### config.mk
export PLATFORM = sky130hd
export DESIGN_NAME = sorted_byte_priority_queue_core
export DESIGN_NICKNAME = d
export VERILOG_FILES = /design/src/rtl/sbpq_pkg.sv /design/src/rtl/sbpq_datapath.sv /design/src/rtl/sbpq_ctrl.sv /design/src/rtl/sorted_byte_priority_queue_core.sv
export SDC_FILE = /design/constraint.sdc
export NUM_CORES = 1
export LEC_CHECK = 0
export BUFFER_PORTS_ARGS = -buffer_cell sky130_fd_sc_hd__buf_4
export CORE_MARGIN = 5
export CORE_UTILIZATION = 35
export DETAILED_ROUTE_END_ITERATION = 8
export GPL_TIMING_DRIVEN = 0
export SLEW_MARGIN = 40
export SYNTH_ARGS = -nofsm -noshare
export SYNTH_HDL_FRONTEND = slang
export SYNTH_HIERARCHICAL = 1
export SYNTH_SLANG_ARGS = --single-unit
### constraint.sdc
create_clock -name clk -period 5.77 [get_ports clk]
set_clock_uncertainty 0.1 [all_clocks]
set_input_delay 1.731 -clock clk [delete_from_list [all_inputs] [get_ports clk]]
set_output_delay 1.731 -clock clk [all_outputs]
set_load 0.005 [all_outputs]
### src/rtl/sbpq_pkg.sv
// Shared types and constants for the sorted byte priority queue.
package sbpq_pkg;

	localparam int DEPTH_DEF = 16;
	localparam int VAL_W     = 8;
	localparam int FILL_W    = 5;
	localparam int STAT_W    = 2;

	typedef enum logic {
		CMD_INSERT = 1'b0,
		CMD_POP    = 1'b1
	} cmd_t;

	typedef enum logic [STAT_W-1:0] {
		STAT_OK    = 2'd0,
		STAT_EMPTY = 2'd1,
		STAT_FULL  = 2'd2
	} stat_t;

	// Controller to datapath.
	typedef struct packed {
		logic capture;  // load the result registers
		logic insert;   // shift the chain open and write the value
		logic pop;      // remove the head entry
	} dp_ctl_t;

	// Datapath to controller.
	typedef struct packed {
		logic empty;
		logic full;
	} dp_stat_t;

endpackage

### src/rtl/sbpq_datapath.sv
// Entry chain, fill count and result registers of the priority queue.
module sbpq_datapath #(
	parameter int DEPTH = sbpq_pkg::DEPTH_DEF
) (
	input  logic                            clk,
	input  logic                            arst_n,
	input  sbpq_pkg::dp_ctl_t               ctl,
	input  logic [sbpq_pkg::VAL_W-1:0]      value,
	output sbpq_pkg::dp_stat_t              stat,
	output logic [sbpq_pkg::VAL_W-1:0]      popped_value,
	output logic [sbpq_pkg::FILL_W-1:0]     fill_level
);
	import sbpq_pkg::*;

	localparam int CNT_W = $clog2(DEPTH + 1);

	logic [VAL_W-1:0]          ent_q [DEPTH];
	logic [CNT_W-1:0]          count_q;
	logic [CNT_W-1:0]          count_nxt;
	logic [CNT_W+FILL_W-1:0]   count_ext;
	logic [DEPTH-1:0]          gt;
	logic [VAL_W-1:0]          popped_q;
	logic [FILL_W-1:0]         fill_q;

	assign stat.empty = (count_q == '0);
	assign stat.full  = (count_q == CNT_W'(DEPTH));

	genvar i;
	generate
		for (i = 0; i < DEPTH; i++) begin : g_cell
			// Stored values are ascending, so gt is a run of ones from the head.
			assign gt[i] = (count_q > CNT_W'(i)) && (value > ent_q[i]);

			always_ff @(posedge clk) begin
				if (ctl.pop) begin
					if (i < DEPTH - 1) begin
						ent_q[i] <= ent_q[(i + 1) % DEPTH];
					end
				end else if (ctl.insert && !gt[i]) begin
					if (i == 0) begin
						ent_q[i] <= value;
					end else if (gt[(i + DEPTH - 1) % DEPTH]) begin
						ent_q[i] <= value;
					end else begin
						ent_q[i] <= ent_q[(i + DEPTH - 1) % DEPTH];
					end
				end
			end
		end
	endgenerate

	always_comb begin
		count_nxt = count_q;
		if (ctl.insert) begin
			count_nxt = count_q + CNT_W'(1);
		end else if (ctl.pop) begin
			count_nxt = count_q - CNT_W'(1);
		end
	end

	assign count_ext = {{FILL_W{1'b0}}, count_nxt};

	always_ff @(posedge clk or negedge arst_n) begin
		if (!arst_n) begin
			count_q <= '0;
		end else begin
			count_q <= count_nxt;
		end
	end

	always_ff @(posedge clk) begin
		if (ctl.capture) begin
			popped_q <= ctl.pop ? ent_q[0] : '0;
			fill_q   <= count_ext[FILL_W-1:0];
		end
	end

	assign popped_value = popped_q;
	assign fill_level   = fill_q;

endmodule

### src/rtl/sbpq_ctrl.sv
// Handshake controller: decodes requests and holds the result valid.
module sbpq_ctrl (
	input  logic                             clk,
	input  logic                             arst_n,
	input  logic                             in_valid,
	output logic                             in_ready,
	input  sbpq_pkg::cmd_t                   command,
	output logic                             out_valid,
	input  logic                             out_ready,
	output logic [sbpq_pkg::STAT_W-1:0]      status,
	input  sbpq_pkg::dp_stat_t               stat,
	output sbpq_pkg::dp_ctl_t                ctl
);
	import sbpq_pkg::*;

	typedef enum logic {
		ST_IDLE,
		ST_HOLD
	} state_t;

	state_t            state_q;
	stat_t             status_q;
	stat_t             status_nxt;
	logic              take;

	// Accept while nothing is held or the held result leaves this cycle.
	assign in_ready = (state_q == ST_IDLE) || out_ready;
	assign take     = in_valid && in_ready;

	always_comb begin
		ctl        = '0;
		status_nxt = STAT_OK;
		ctl.capture = take;
		unique case (command)
			CMD_POP: begin
				if (stat.empty) begin
					status_nxt = STAT_EMPTY;
				end else begin
					ctl.pop = take;
				end
			end
			CMD_INSERT: begin
				if (stat.full) begin
					status_nxt = STAT_FULL;
				end else begin
					ctl.insert = take;
				end
			end
			default: begin
				status_nxt = STAT_OK;
			end
		endcase
	end

	always_ff @(posedge clk or negedge arst_n) begin
		if (!arst_n) begin
			state_q  <= ST_IDLE;
			status_q <= STAT_OK;
		end else begin
			unique case (state_q)
				ST_IDLE: begin
					if (take) begin
						state_q  <= ST_HOLD;
						status_q <= status_nxt;
					end
				end
				ST_HOLD: begin
					if (take) begin
						status_q <= status_nxt;
					end else if (out_ready) begin
						state_q <= ST_IDLE;
					end
				end
				default: begin
					state_q <= ST_IDLE;
				end
			endcase
		end
	end

	assign out_valid = (state_q == ST_HOLD);
	assign status    = status_q;

endmodule

### src/rtl/sorted_byte_priority_queue_core.sv
// Top level of the sorted byte priority queue.
// Priority queue of up to DEPTH bytes kept in ascending order in a chain of
// registers. Send a request on the s_axis side: tuser selects the operation
// (0 insert tdata, 1 pop the smallest value) and tdata carries the byte to
// insert. Every request returns exactly one result on the m_axis side with the
// popped byte (zero unless a pop succeeded), a status in tuser (0 ok, 1 pop on
// an empty queue, 2 insert dropped because the queue is full) and the fill
// level after the request. An insert goes in front of the first stored value
// that is not smaller, so among equal values the newest pops first. Every
// cell of the chain compares the new byte against its own entry in parallel
// and shifts in the same edge. One result register sits on the output; a new
// request is taken when that register is empty or when its result leaves in the
// same cycle, so with m_axis_tready held high the queue sustains one request per
// cycle, and a stalled result stalls the input. The result is registered and
// valid in the cycle after its request is taken. Stored entries need no
// clearing after reset; only the fill count and controller state are reset.
module sorted_byte_priority_queue_core #(
	parameter int DEPTH = sbpq_pkg::DEPTH_DEF
) (
	input  logic        clk,
	input  logic        arst_n,
	input  logic        s_axis_tvalid,
	output logic        s_axis_tready,
	input  logic [7:0]  s_axis_tdata,   // [7:0] value
	input  logic        s_axis_tuser,   // [0] command
	output logic        m_axis_tvalid,
	input  logic        m_axis_tready,
	output logic [15:0] m_axis_tdata,   // [7:0] popped_value, [12:8] fill_level, rest zero
	output logic [1:0]  m_axis_tuser    // [1:0] status
);
	import sbpq_pkg::*;

	dp_ctl_t              ctl;
	dp_stat_t             stat;
	logic [VAL_W-1:0]     popped_value;
	logic [FILL_W-1:0]    fill_level;
	logic [STAT_W-1:0]    status;

	// Controller: handshakes, opcode decode, status code.
	sbpq_ctrl u_ctrl (
		.clk       (clk),
		.arst_n    (arst_n),
		.in_valid  (s_axis_tvalid),
		.in_ready  (s_axis_tready),
		.command   (cmd_t'(s_axis_tuser)),
		.out_valid (m_axis_tvalid),
		.out_ready (m_axis_tready),
		.status    (status),
		.stat      (stat),
		.ctl       (ctl)
	);

	// Datapath: compare-and-shift chain, fill count, result registers.
	sbpq_datapath #(
		.DEPTH (DEPTH)
	) u_datapath (
		.clk          (clk),
		.arst_n       (arst_n),
		.ctl          (ctl),
		.value        (s_axis_tdata),
		.stat         (stat),
		.popped_value (popped_value),
		.fill_level   (fill_level)
	);

	// Pack the result; pad the upper bits with zeros.
	assign m_axis_tdata = {3'b000, fill_level, popped_value};
	assign m_axis_tuser = status;

endmodule
; Yosys cells after proc, flatten, opt, wreduce, memory -nomap -nowiden
; Memories as Yosys holds them, arrays and structs flattened.
; Index checks and enable logic that the tools add are counted.
[word_totals]
regBits = 21
mem_bits_rw = 128
input_bits = 13
out_inout_bits = 20
wordCells = 293
n_memories = 1
[classes]
addsub = 2
n_lt_le_gt_ge = 32
n_eq_ne = 1
muxes = 169
n_bitwise = 32
n_reduce_logical = 51
[mem_list]
columns = name, depth, word_bits, read_ports, rd_clocked_by_memory_dff, wr, line
row1 = u_datapath.ent_q, 16, 8, 16, 0, 16, sbpq_datapath.sv:17  ; logic [VAL_W-1:0] ent_q [DEPTH];
[ops]
columns = cell, n
row1 = 8-bit 2-to-1 mux, 30
row2 = 1-bit 2-to-1 mux, 133
row3 = 8-bit greater-than comparator, 16
row4 = 5-bit by 4-bit greater-than comparator with 1-bit output (second input constant), 8
row5 = 1-bit logical AND, 33
row6 = 1-bit bitwise OR, 30
row7 = 5-bit by 3-bit greater-than comparator with 1-bit output (second input constant), 4
row8 = 1-bit logical NOT, 16
row9 = 5-bit by 1-bit greater-than comparator with 1-bit output (second input constant), 2
row10 = 5-bit by 2-bit greater-than comparator with 1-bit output (second input constant), 2
row11 = 5-bit 2-to-1 mux, 2
row12 = 5-bit by 1-bit adder with 5-bit output (second input constant), 1
row13 = 5-bit == test (second input constant), 1
row14 = 5-bit logical NOT, 1
row15 = 5-bit by 1-bit subtractor with 5-bit output (second input constant), 1
row16 = 2-bit 2-to-1 mux, 2
row17 = 2-bit one-hot mux with 2 select lines, 1
row18 = 1-bit inverter, 2
row19 = 1-bit one-hot mux with 2 select lines, 1
row20 = 1-bit logical OR, 1

; Depth between registers and ports, before layout
; Gate-level depths: netlist of the first run.
[logic_depth]
word_depth = 11
ltp_mapped = 12
mapped_depth_nobuf = 10

; Modules after synthesis
; Netlist of the first run, hierarchy kept.
[by_module_without_submodules]
columns = module, n_inst, cells_per_inst, area_per_inst_um2, seq_area_each_um2
row1 = sbpq_datapath, 1, 1026, 10844.2, 4359.2
row2 = sbpq_ctrl, 1, 14, 170.2, 75.1
row3 = sorted_byte_priority_queue_core, 1, 4, 26.3, 0.0

; Least setup slack after synthesis of the first run
; No wires, ideal clock.
[synth_timing]
path_type = input -> register
startpoint = input s_axis_tdata[0]
endpoint = memory u_datapath.ent_q[15][7], in the netlist u_datapath/ent_q[1][63] (data pin)
arrival_ns = 4.076
t_required_ns = 5.410
slack_ns = 1.335
cell_stages = 9
path_cell_list = clkbuf_1 clkbuf_1 inv_1 ha_1 nand3_1 o311a_1 o22ai_2 nand2_1 mux2_2
[synth_rtl]
columns = element, line
row1 = "start, declared", sorted_byte_priority_queue_core.sv:24  ; input logic [7:0] s_axis_tdata,
row2 = "end, declared", sbpq_datapath.sv:17

==> results of run 1 <==
-- metal layers --
layer	up-vias	routed length, um	GRT usage, %
li1	3961	-	-
met1	4101	14670	24.72
met2	249	14440	28.65
met3	44	1570	2.681
met4	2	583	4.912
met5	-	13	0
-- state kept, by name (all words and copies together), names as in the netlist --
name                     flops
u_datapath/ent_q           128
u_ctrl/status                2
u_datapath/fill_level        5
u_datapath/popped_value      8
u_datapath/count_q           5
u_ctrl/out_valid             1
-- power by group through the flow --
stage	logic, uW	clock network (uW)	registers, uW
after floorplan	1130	0	1530
after global placement	1500	0	1570
after detailed placement	1530	0	1580
after CTS	1540	1070	1550
after global routing	1720	1120	1570
final	1560	1050	1550
-- how the worst min path moves through the flow --
stage                startpoint          endpoint  slack [ps]
2_1_floorplan  u_ctrl/status[0]  u_ctrl/status[0]         390
3_3_place_gp   u_ctrl/status[0]  u_ctrl/status[0]         380
3_5_place_dp   u_ctrl/status[0]  u_ctrl/status[0]         390
4_1_cts        u_ctrl/status[0]  u_ctrl/status[0]         400
5_1_grt        u_ctrl/status[0]  u_ctrl/status[0]         430
6_report       u_ctrl/status[0]  u_ctrl/status[0]         410
-- synth_stat cells (2+ instances only) --
cell type and count:
mux2i_1 164, a21oi_1 143, edfxtp_1 141, ha_1 134, inv_1 119, o21ai_0 43
nand4_1 31, nor2_1 28, buf_2 24, and2_1 21, clkbuf_1 20, a21o_1 17
a211oi_1 16, nor2b_1 16, o211ai_1 16, buf_4 14, nand2_1 12, mux2_2 10
nand3_1 9, dfrtp_1 8, o31ai_1 8, o21bai_1 4, and3_1 3, nor3_1 3
o31ai_4 3, xnor2_1 3, nand2b_1 2, o21a_1 2, or3_1 2
-- cell families (layout without fill, tap and decap cells) --
group           count (synthesis)  count (layout)  synth area share (%)
mux                           176             176                 16.13
buf+inv                       180             240                 6.936
flops                         149             149                 40.16
compound gates                264             264                 14.38
xor+xnor                        4               4                0.3174
other cells                     1               3               0.03397
simple gates                  136             136                 6.856
fa+ha+maj                     134             134                 15.19
-- critical path, delay by kind of cell --
kind | cells | cell delay (ps)
simple gates | 2 | 150
compound gates | 3 | 1260
fa+ha+maj | 1 | 410
buf+inv | 4 | 2000
-- stage by stage --
step | utilization (%) | setup TNS [ps] | worst slack (ps)
after floorplan | - | 0 | 1335
after global placement | 37.56 | -8516 | -332.2
after detailed placement | 37.56 | -184.1 | -23.38
after CTS | 39.29 | 0 | 417.8
after global routing | 39.30 | 0 | 173.6
final | 39.30 | 0 | 240.8
-- final cells by class --
type,instances,area (sq um),share of cell area (%)
Sequential cell,149,4434,36.03
Clock buffer,18,429.2,3.488
Buffer,60,315.3,2.562
Multi-Input combinational cell,717,5852,47.55
Tap cell,402,503.0,4.087
Clock inverter,14,111.4,0.9049
Timing Repair Buffer,28,210.2,1.708
Inverter,120,450.4,3.660
-- placed cells by master (no fill, tap or decap), types with 4 or more instances in the layout --
| cell type | count |
|---|---|
| mux2i_1 | 164 |
| a21oi_1 | 143 |
| edfxtp_1 | 141 |
| ha_1 | 134 |
| inv_1 | 118 |
| o21ai_0 | 43 |
| buf_4 | 42 |
| nand4_1 | 31 |
| nor2_1 | 28 |
| buf_2 | 24 |
| clkbuf_1 | 21 |
| and2_1 | 21 |
| clkbuf_16 | 17 |
| a21o_1 | 17 |
| o211ai_1 | 16 |
| a211oi_1 | 16 |
| nor2b_1 | 16 |
| nand2_1 | 12 |
| mux2_2 | 10 |
| nand3_1 | 9 |
| dfrtp_1 | 8 |
| o31ai_1 | 8 |
| clkinv_1 | 4 |
| clkinvlp_4 | 4 |
==> reports/qor.yml, run 1 <==
drt:
  detail_route.vias_per_cell: 5.542
  avgRoutedWirePerCell_um: 20.74
  drt-initial-drc-count: 710
  firstDrtPassIters: 5
  num_vias: 8357
  wirelength_mm: 31.28
  drc: 0
  antenna_left: 0
worst_setup_path:
  slowest_stage: "clkbuf_1"
  cp.required_ps: 5810
  r2r_slack_ps: 1640
  critPathLaunchType: "primary input"
  path_cells: "clkbuf_1, clkbuf_1, inv_2, ha_1, nand4_1, nor2_1, a211oi_1, o31ai_4, buf_2, a21o_1"
  r2r_cells: 10
  crit_path_end: "u_datapath/ent_q[1][21]"
  critPathCaptureType: "flip-flop"
  critPathKind: "in2reg"
  path_max_fanout: 16
  worstReg2RegStart: "u_datapath/count_q[1]"
  r2r-end: "u_datapath/ent_q[1][53]"
  startpoint: "s_axis_tdata[0]"
  max_stage_delay_ps: 640
  cpMostUsedCell: "clkbuf_1"
  arrival_ps: 5570
sta:
  worst_pin_slew_ps: 855.5
  slew_violations: 0
  fmax_mhz: 180.9
  holdWs_ps: 405.5
  rsz0062_at_grt: "no"
  post-route-min-period_ps: 5529
  hold_viol: 0
  period_share_pct: 95.83
  finalSetupViolCount: 0
  relSlewSlack_pct: 42.97
grt:
  grt_usage_pct: 17.68
  antenna_found_initial: 1
  grt_max_degree: 24
  overflow: 0
  grt_pass1_wl_mm: 48.76
  grt_pass1_vias: 8317
cells_and_area:
  final_cells: 1508
  final_area_sq_mm: 0.01231
  area_growth_pct: 11.46
  antennaDiodeCount: 0
  fillers: 3034
  drive_above_1_share_pct: 10.85
  final_nets: 1240
job:
  max-cap-violations: 0
cts:
  cts_resized: 0
  clock_latency_ps: 430
  clk_path_buf_depth: 2
  postCtsSetupBuffers: 0
  h-tree-depth: 4
  hold_buffers: 0
  cts_tree: "done"
  path_clk_slew_ps: 60
  cts_root_buf: "clkbuf_16"
  cts-buffers-inserted: 17
  cts_sinks: 149
synth:
  synth_ff_type: "edfxtp_1"
  syn_inst: 1044
  ys_types: 57
  synthTopCellsByArea: "edfxtp_1 (38%), ha_1 (15%), mux2i_1 (15%), a21oi_1 (6.5%), inv_1 (4.0%)"
  synth_top_cell_by_area: "edfxtp_1"
  yosysTopAreaCellShare_pct: 38.35
  netlist_area_sq_mm: 0.01104
  avgSynthCellArea_sq_um: 10.58
  synthArstFlopShare_pct: 5.369
  synth_edf_count: 141
  yosysWarnings: 6
  synth_seq_area_share_pct: 40.16
  synth_seq_cells: 149
pwr:
  peakVddDrop_v: 0.0002165
  power.internal_uw: 2641
  finalPower_uw: 4162
  switchingPower_uw: 1522
  seq_power_share_pct: 37.4
  p_sw_share_pct: 36.55
  power_frac_clock_pct: 25.2
  pwr_density_cell_mw_per_mm2: 338.2
  power_frac_comb_pct: 37.5
  p_leak_uw: 0.005505
floorplan:
  start_util_pct: 35.26
  core_sq_mm: 0.03131
  pin_count: 33
  die_x_um: 187.6
  dieHeight_um: 187.6
  row_count: 65
  die-area_sq_mm: 0.03520
placed_design:
  place_inst: 1476
  portBuffers: 28
  place_area_sq_mm: 0.01176
  dpl.hpwl_mm: 22.51
  gp_congestion: 0.8515
min_path:
  hp-class: "reg2reg"
  min_delay_path_depth: 1
run_status:
  outcome: "finished, final reports clean"
No activity file was read; power rests on OpenSTA's default activity.
==> run 2: changes to the inputs <==
--- a/config.mk
+++ b/config.mk
@@ -8,6 +8,7 @@
 export BUFFER_PORTS_ARGS = -buffer_cell sky130_fd_sc_hd__buf_4
 export CORE_MARGIN = 5
 export CORE_UTILIZATION = 35
+export CTS_BUF_LIST = sky130_fd_sc_hd__clkbuf_8
 export DETAILED_ROUTE_END_ITERATION = 8
 export GPL_TIMING_DRIVEN = 0
 export SLEW_MARGIN = 40
==> run 2 against run 1 <==
- largest power group is now registers
- total power shrank 7.2%
- routed wire length down 0.86%
- die area is the same
- register-to-register slack worse by 50 ps
- sequential power about the same
- critical path depth stayed put
- hold slack gained 5.3 ps
- first-iteration DRC count is 0.85% lower
- fmax increased by 2.6%
- sequential share of layout area is 0.57 points higher
==> reports/qor.yml, run 2 (synthesis gave the netlist of run 1 again) <==
worst_setup_path:
  slowest_stage: "clkbuf_1"  # unchanged
  critPathKind: "in2reg"  # unchanged
  startpoint: "s_axis_tdata[0]"  # unchanged
  r2r_cells: 10  # unchanged
  worstReg2RegStart: "u_datapath/count_q[1]"  # unchanged
  cpMostUsedCell: "clkbuf_1"  # unchanged
  arrival_ps: 5460  # was 5570 ps
  critPathCaptureType: "flip-flop"  # unchanged
  path_max_fanout: 16  # unchanged
  critPathLaunchType: "primary input"  # unchanged
  r2r-end: "u_datapath/ent_q[1][53]"  # unchanged
  path_cells: "clkbuf_1, clkbuf_1, inv_2, ha_1, nand4_1, nor2_1, a211oi_1, o31ai_4, buf_2, a21o_1"  # unchanged
  cp.required_ps: 5850  # was 5810 ps
  max_stage_delay_ps: 620  # was 640 ps
  r2r_slack_ps: 1590  # was 1640 ps
  crit_path_end: "u_datapath/ent_q[1][22]"  # was u_datapath/ent_q[1][21]
floorplan:
  row_count: 65  # unchanged
  start_util_pct: 35.26  # unchanged
  core_sq_mm: 0.03131  # unchanged
  die_x_um: 187.6  # unchanged
  dieHeight_um: 187.6  # unchanged
  die-area_sq_mm: 0.03520  # unchanged
  pin_count: 33  # unchanged
drt:
  firstDrtPassIters: 5  # unchanged
  avgRoutedWirePerCell_um: 20.56  # was 20.74 um
  antenna_left: 0  # unchanged
  drc: 0  # unchanged
  wirelength_mm: 31.01  # was 31.28 mm
  detail_route.vias_per_cell: 5.495  # was 5.542
  drt-initial-drc-count: 704  # was 710
  num_vias: 8287  # was 8,357
cells_and_area:
  final_area_sq_mm: 0.01211  # was 0.01231 sq mm
  regMostFlops: "u_datapath/ent_q"  # unchanged
  fin_util_pct: 38.69  # was 39.30%
  mostFrequentLayoutCell: "mux2i_1"  # unchanged
  largest_register_ffs: 128  # unchanged
  antennaDiodeCount: 0  # unchanged
  final_cell_mix: "mux2i_1 (164), a21oi_1 (143), edfxtp_1 (141), ha_1 (134), inv_1 (119)"  # was mux2i_1 (164), a21oi_1 (143), edfxtp_1 (141), ha_1 (134), inv_1 (118)
  final_nets: 1240  # unchanged
  area_growth_pct: 9.723  # was 11.46%
  drive_above_1_share_pct: 10.85  # unchanged
placed_design:
  portBuffers: 28  # unchanged
  place_area_sq_mm: 0.01176  # unchanged
  dpl.hpwl_mm: 22.51  # unchanged
  gp_congestion: 0.8515  # unchanged
grt:
  busiest_layer: "met2"  # unchanged
  antenna_found_initial: 1  # unchanged
  grt_util_met2_pct: 28.37  # was 28.65%
  overflow: 0  # unchanged
  grt_pass1_vias: 8240  # was 8,317
  grt_usage_pct: 17.62  # was 17.68%
  grt_pass1_wl_mm: 48.60  # was 48.76 mm
  grt_max_degree: 24  # unchanged
  met1_usage_pct: 24.81  # was 24.72%
  use_met3_pct: 2.811  # was 2.681%
sta:
  period_share_pct: 93.36  # was 95.83%
  post-route-min-period_ps: 5387  # was 5529 ps
  hold_viol: 0  # unchanged
  tns_ps: 0  # unchanged
  worst_pin_slew_ps: 830.2  # was 855.5 ps
  relSlewSlack_pct: 44.65  # was 42.97%
  slew_violations: 0  # unchanged
  holdWs_ps: 410.8  # was 405.5 ps
  rsz0062_at_grt: "no"  # unchanged
  fmax_mhz: 185.6  # was 180.9 MHz
  finalSetupViolCount: 0  # unchanged
min_path:
  hp-class: "reg2reg"  # unchanged
cts:
  clk_path_buf_depth: 2  # unchanged
  path_clk_slew_ps: 90  # was 60 ps
  cts_tree: "done"  # unchanged
  clock_latency_ps: 460  # was 430 ps
  cts_sinks: 149  # unchanged
  postCtsSetupBuffers: 0  # unchanged
  cts-buffers-inserted: 17  # unchanged
  h-tree-depth: 4  # unchanged
  cts_root_buf: "clkbuf_8"  # was clkbuf_16
  cts_resized: 0  # unchanged
  hold_buffers: 0  # unchanged
pwr:
  finalPower_uw: 3862  # was 4162 uW
  pwr_density_cell_mw_per_mm2: 318.8  # was 338.2 mW/mm^2
  peakVddDrop_v: 0.0001619  # was 0.0002165 V
  p_leak_uw: 0.005422  # was 0.005505 uW
run_status:
  outcome: "finished, final reports clean"  # unchanged
job:
  max-cap-violations: 0  # unchanged
==> run 2: power by group <==
group	switching, uW	total [uW]	internal, uW
clock	427	761	334
sequential	119	1550	1430
combinational	932	1550	617
==> run 2: metrics by stage <==
| step | setup slack (ps) | cells |
|---|---|---|
| 2_1_floorplan | 1335 | 1046 |
| 3_3_place_gp | -332.2 | 1476 |
| 3_5_place_dp | -23.38 | 1476 |
| 4_1_cts | 461.1 | 1508 |
| 5_1_grt | 228.0 | 1508 |
| 6_report | 383.3 | 1508 |
==> run 2: critical path: cells and delay by family <==
| kind | cells | cell delay (ps) |
|---|---|---|
| AND/OR/NAND/NOR | 2 | 150 |
| buffers and inverters | 4 | 1940 |
| AO/OA/AOI/OAI | 3 | 1210 |
| adder cells (fa/ha/maj) | 1 | 410 |
==> run 2: worst min-delay path by stage <==
| stage | from | to | slack (ps) | cells past startpoint |
|---|---|---|---|---|
| floorplan | u_ctrl/status[0] | u_ctrl/status[0] | 390 | 1 |
| global placement | u_ctrl/status[0] | u_ctrl/status[0] | 380 | 1 |
| detailed placement | u_ctrl/status[0] | u_ctrl/status[0] | 390 | 1 |
| CTS | u_ctrl/status[0] | u_ctrl/status[0] | 410 | 1 |
| global route | u_ctrl/status[0] | u_ctrl/status[0] | 430 | 1 |
| finish | u_ctrl/status[0] | u_ctrl/status[0] | 410 | 1 |
==> run 2: routing by layer <==
layer  up-vias  wire [um]
met1      4036      14370
li1       3947          -
met3        39       1683
met5         -         13
met4         2        568
met2       263      14370
==> run 2: area by class of cell <==
| class | instances | area [sq um] |
|---|---|---|
| repair buffers | 28 | 210.2 |
| multi-input cells | 717 | 5852 |
| clock buffers | 17 | 234.0 |
| fillers | 3058 | 19200 |
| inverters | 120 | 450.4 |
| plain buffers | 60 | 315.3 |
| well taps | 402 | 503.0 |
| flip-flops and latches | 149 | 4434 |
| clock inverters | 15 | 115.1 |
==> run 3: changes to the inputs <==
--- a/config.mk
+++ b/config.mk
@@ -7,10 +7,11 @@
 export LEC_CHECK = 0
 export BUFFER_PORTS_ARGS = -buffer_cell sky130_fd_sc_hd__buf_4
 export CORE_MARGIN = 5
-export CORE_UTILIZATION = 35
+export CORE_UTILIZATION = 60
 export CTS_BUF_LIST = sky130_fd_sc_hd__clkbuf_8
 export DETAILED_ROUTE_END_ITERATION = 8
 export GPL_TIMING_DRIVEN = 0
+export PLACE_DENSITY = 0.77
 export SLEW_MARGIN = 40
 export SYNTH_ARGS = -nofsm -noshare
 export SYNTH_HDL_FRONTEND = slang
==> run 3 against run 2 <==
- global-route usage up 10 points
- highest routed layer is now met4
- cell area shrank 2.1%
- via count increased by 2.1%
- largest power group is now combinational cells
- hold slack got worse by 5.6 ps
- fmax increased by 0.25%
- die area down 40%
- largest cell class unchanged
- total power down 0.92%
- combinational power hardly changed
==> reports/qor.yml, run 3 (synthesis gave the netlist of run 1 again) <==
pwr:
  peakVddDrop_v: 0.0001935  # was 0.0001619 V
  power.internal_uw: 2370  # was 2384 uW
  seq_power_share_pct: 40.6  # was 40.2%
  pwr_density_cell_mw_per_mm2: 322.6  # was 318.8 mW/mm^2
  switchingPower_uw: 1457  # was 1479 uW
  power_frac_clock_pct: 18.3  # was 19.7%
  p_leak_uw: 0.005431  # was 0.005422 uW
  p_sw_share_pct: 38.06  # was 38.28%
  power_frac_comb_pct: 41.1  # was 40.1%
worst_setup_path:
  cp.required_ps: 5900  # was 5850 ps
  path_cells: "clkbuf_1, clkbuf_1, inv_1, ha_1, nand4_1, nor2_1, a211oi_1, o31ai_1, buf_4, and2_1, buf_4, mux2_1"  # was clkbuf_1, clkbuf_1, inv_2, ha_1, nand4_1, nor2_1, a211oi_1, o31ai_4, buf_2, a21o_1
  critPathLaunchType: "primary input"  # unchanged
  slowest_stage: "inv_1"  # was clkbuf_1
  critPathKind: "in2reg"  # unchanged
  path_max_fanout: 16  # unchanged
  critPathCaptureType: "flip-flop"  # unchanged
  max_stage_delay_ps: 590  # was 620 ps
  arrival_ps: 5500  # was 5460 ps
cells_and_area:
  mostFrequentLayoutCell: "mux2i_1"  # unchanged
  drive_above_1_share_pct: 10.24  # was 10.85%
  largest_register_ffs: 128  # unchanged
  final_nets: 1240  # unchanged
  antennaDiodeCount: 0  # unchanged
  area_growth_pct: 7.434  # was 9.723%
  regMostFlops: "u_datapath/ent_q"  # unchanged
  final_cell_mix: "mux2i_1 (164), a21oi_1 (143), edfxtp_1 (141), ha_1 (134), inv_1 (124)"  # was mux2i_1 (164), a21oi_1 (143), edfxtp_1 (141), ha_1 (134), inv_1 (119)
  fillers: 1478  # was 3,058
grt:
  grt_usage_pct: 27.79  # was 17.62%
  overflow: 0  # unchanged
  grt_pass1_wl_mm: 46.14  # was 48.60 mm
  grt_pass1_vias: 8353  # was 8,240
  grt_max_degree: 24  # unchanged
  antenna_found_initial: 0  # was 1
min_path:
  hp-class: "reg2reg"  # unchanged
cts:
  hold_buffers: 0  # unchanged
  h-tree-depth: 4  # unchanged
  clock_latency_ps: 470  # was 460 ps
  path_clk_slew_ps: 80  # was 90 ps
  cts_tree: "done"  # unchanged
  cts_root_buf: "clkbuf_8"  # unchanged
  cts-buffers-inserted: 17  # unchanged
  cts_resized: 0  # unchanged
  postCtsSetupBuffers: 0  # unchanged
  clk_path_buf_depth: 2  # unchanged
  cts_sinks: 149  # unchanged
sta:
  worst_pin_slew_ps: 925.4  # was 830.2 ps
  rsz0062_at_grt: "no"  # unchanged
  finalSetupViolCount: 0  # unchanged
  period_share_pct: 93.12  # was 93.36%
  post-route-min-period_ps: 5373  # was 5387 ps
  holdWs_ps: 405.2  # was 410.8 ps
  fmax_mhz: 186.1  # was 185.6 MHz
  tns_ps: 0  # unchanged
  timing.final.ws_setup_ps: 396.8  # was 383.3 ps
  hold_viol: 0  # unchanged
  slew_violations: 0  # unchanged
  relSlewSlack_pct: 38.31  # was 44.65%
drt:
  num_vias: 8464  # was 8,287
  avgRoutedWirePerCell_um: 22.52  # was 20.56 um
  detail_route.vias_per_cell: 6.350  # was 5.495
  antenna_left: 0  # unchanged
  drt-initial-drc-count: 1004  # was 704
  firstDrtPassIters: 6  # was 5
  wirelength_mm: 30.02  # was 31.01 mm
  drc: 0  # unchanged
floorplan:
  start_util_pct: 61.25  # was 35.26%
  dieHeight_um: 145.7  # was 187.6 um
  die-area_sq_mm: 0.02121  # was 0.03520 sq mm
  core_sq_mm: 0.01802  # was 0.03131 sq mm
  pin_count: 33  # unchanged
  die_x_um: 145.7  # was 187.6 um
  row_count: 49  # was 65
placed_design:
  dpl.hpwl_mm: 21.70  # was 22.51 mm
  post-place-ws_ps: 48.17  # was -23.38 ps
  gp_congestion: 0.8895  # was 0.8515
  portBuffers: 28  # unchanged
run_status:
  outcome: "finished, final reports clean"  # unchanged
job:
  max-cap-violations: 0  # unchanged
-- run 3: cell count changes in the layout (fill, tap and decap cells not counted), moves of 2 or more --
cell,previous run,this run
clkbuf_1,20,18
clkbuf_2,0,2
clkinvlp_4,4,1
inv_1,119,124
inv_6,2,0
-- run 3: critical path: cells and delay by family --
kind,cells,cell delay [ps]
compound gates,2,660
fa+ha+maj,1,480
simple gates,3,340
buf+inv,5,1960
mux,1,310
-- run 3: per-layer routing --
layer | up-vias | part of all wire (%) | track usage, %
li1 | 3946 | - | -
met1 | 4113 | 43 | 37.47
met2 | 338 | 46 | 44.05
met3 | 67 | 7.7 | 6.665
met4 | 0 | 2.6 | 9.841
met5 | - | 0 | 0
-- run 3: layout make-up --
| type | count | area, sq um | share of cell area (%) |
|---|---|---|---|
| flip-flops and latches | 149 | 4434 | 37.38 |
| well taps | 229 | 286.5 | 2.416 |
| inverters | 120 | 450.4 | 3.797 |
| clock buffers | 17 | 234.0 | 1.973 |
| plain buffers | 60 | 317.8 | 2.679 |
| repair buffers | 28 | 210.2 | 1.772 |
| multi-input cells | 717 | 5848 | 49.30 |
| clock inverters | 13 | 80.08 | 0.6751 |
-- run 3: through the flow --
stage	power [uW]	util [%]	area, sq um	cells
2_1_floorplan	2656	-	11050	1046
3_3_place_gp	3050	64.05	11540	1303
3_5_place_dp	3103	64.05	11540	1303
4_1_cts	3803	65.79	11860	1333
5_1_grt	4037	65.81	11860	1333
6_report	3827	65.81	11860	1333
-- run 3: power groups by stage --
stage          sequential [uW]  clock (uW)  combinational, uW
6_report                  1550         701               1570
5_1_grt                   1570         761               1710
4_1_cts                   1550         711               1540
3_5_place_dp              1570           0               1530
3_3_place_gp              1560           0               1490
2_1_floorplan             1530           0               1130
-- run 3: final timing paths --
kind                                  startpoint                      end  slack, ps  cells after the start
setup / recovery                 s_axis_tdata[0]   u_datapath/ent_q[1][0]        400                     12
hold / removal                  u_ctrl/status[0]         u_ctrl/status[0]        410                      1
setup reg to reg           u_datapath/count_q[0]  u_datapath/ent_q[1][51]       1710                     11
hold reg to reg                 u_ctrl/status[0]         u_ctrl/status[0]        410                      1
max in group asynchronous                 arst_n    u_datapath/count_q[3]       4450                      1
min in group asynchronous                 arst_n    u_datapath/count_q[0]        980                      1
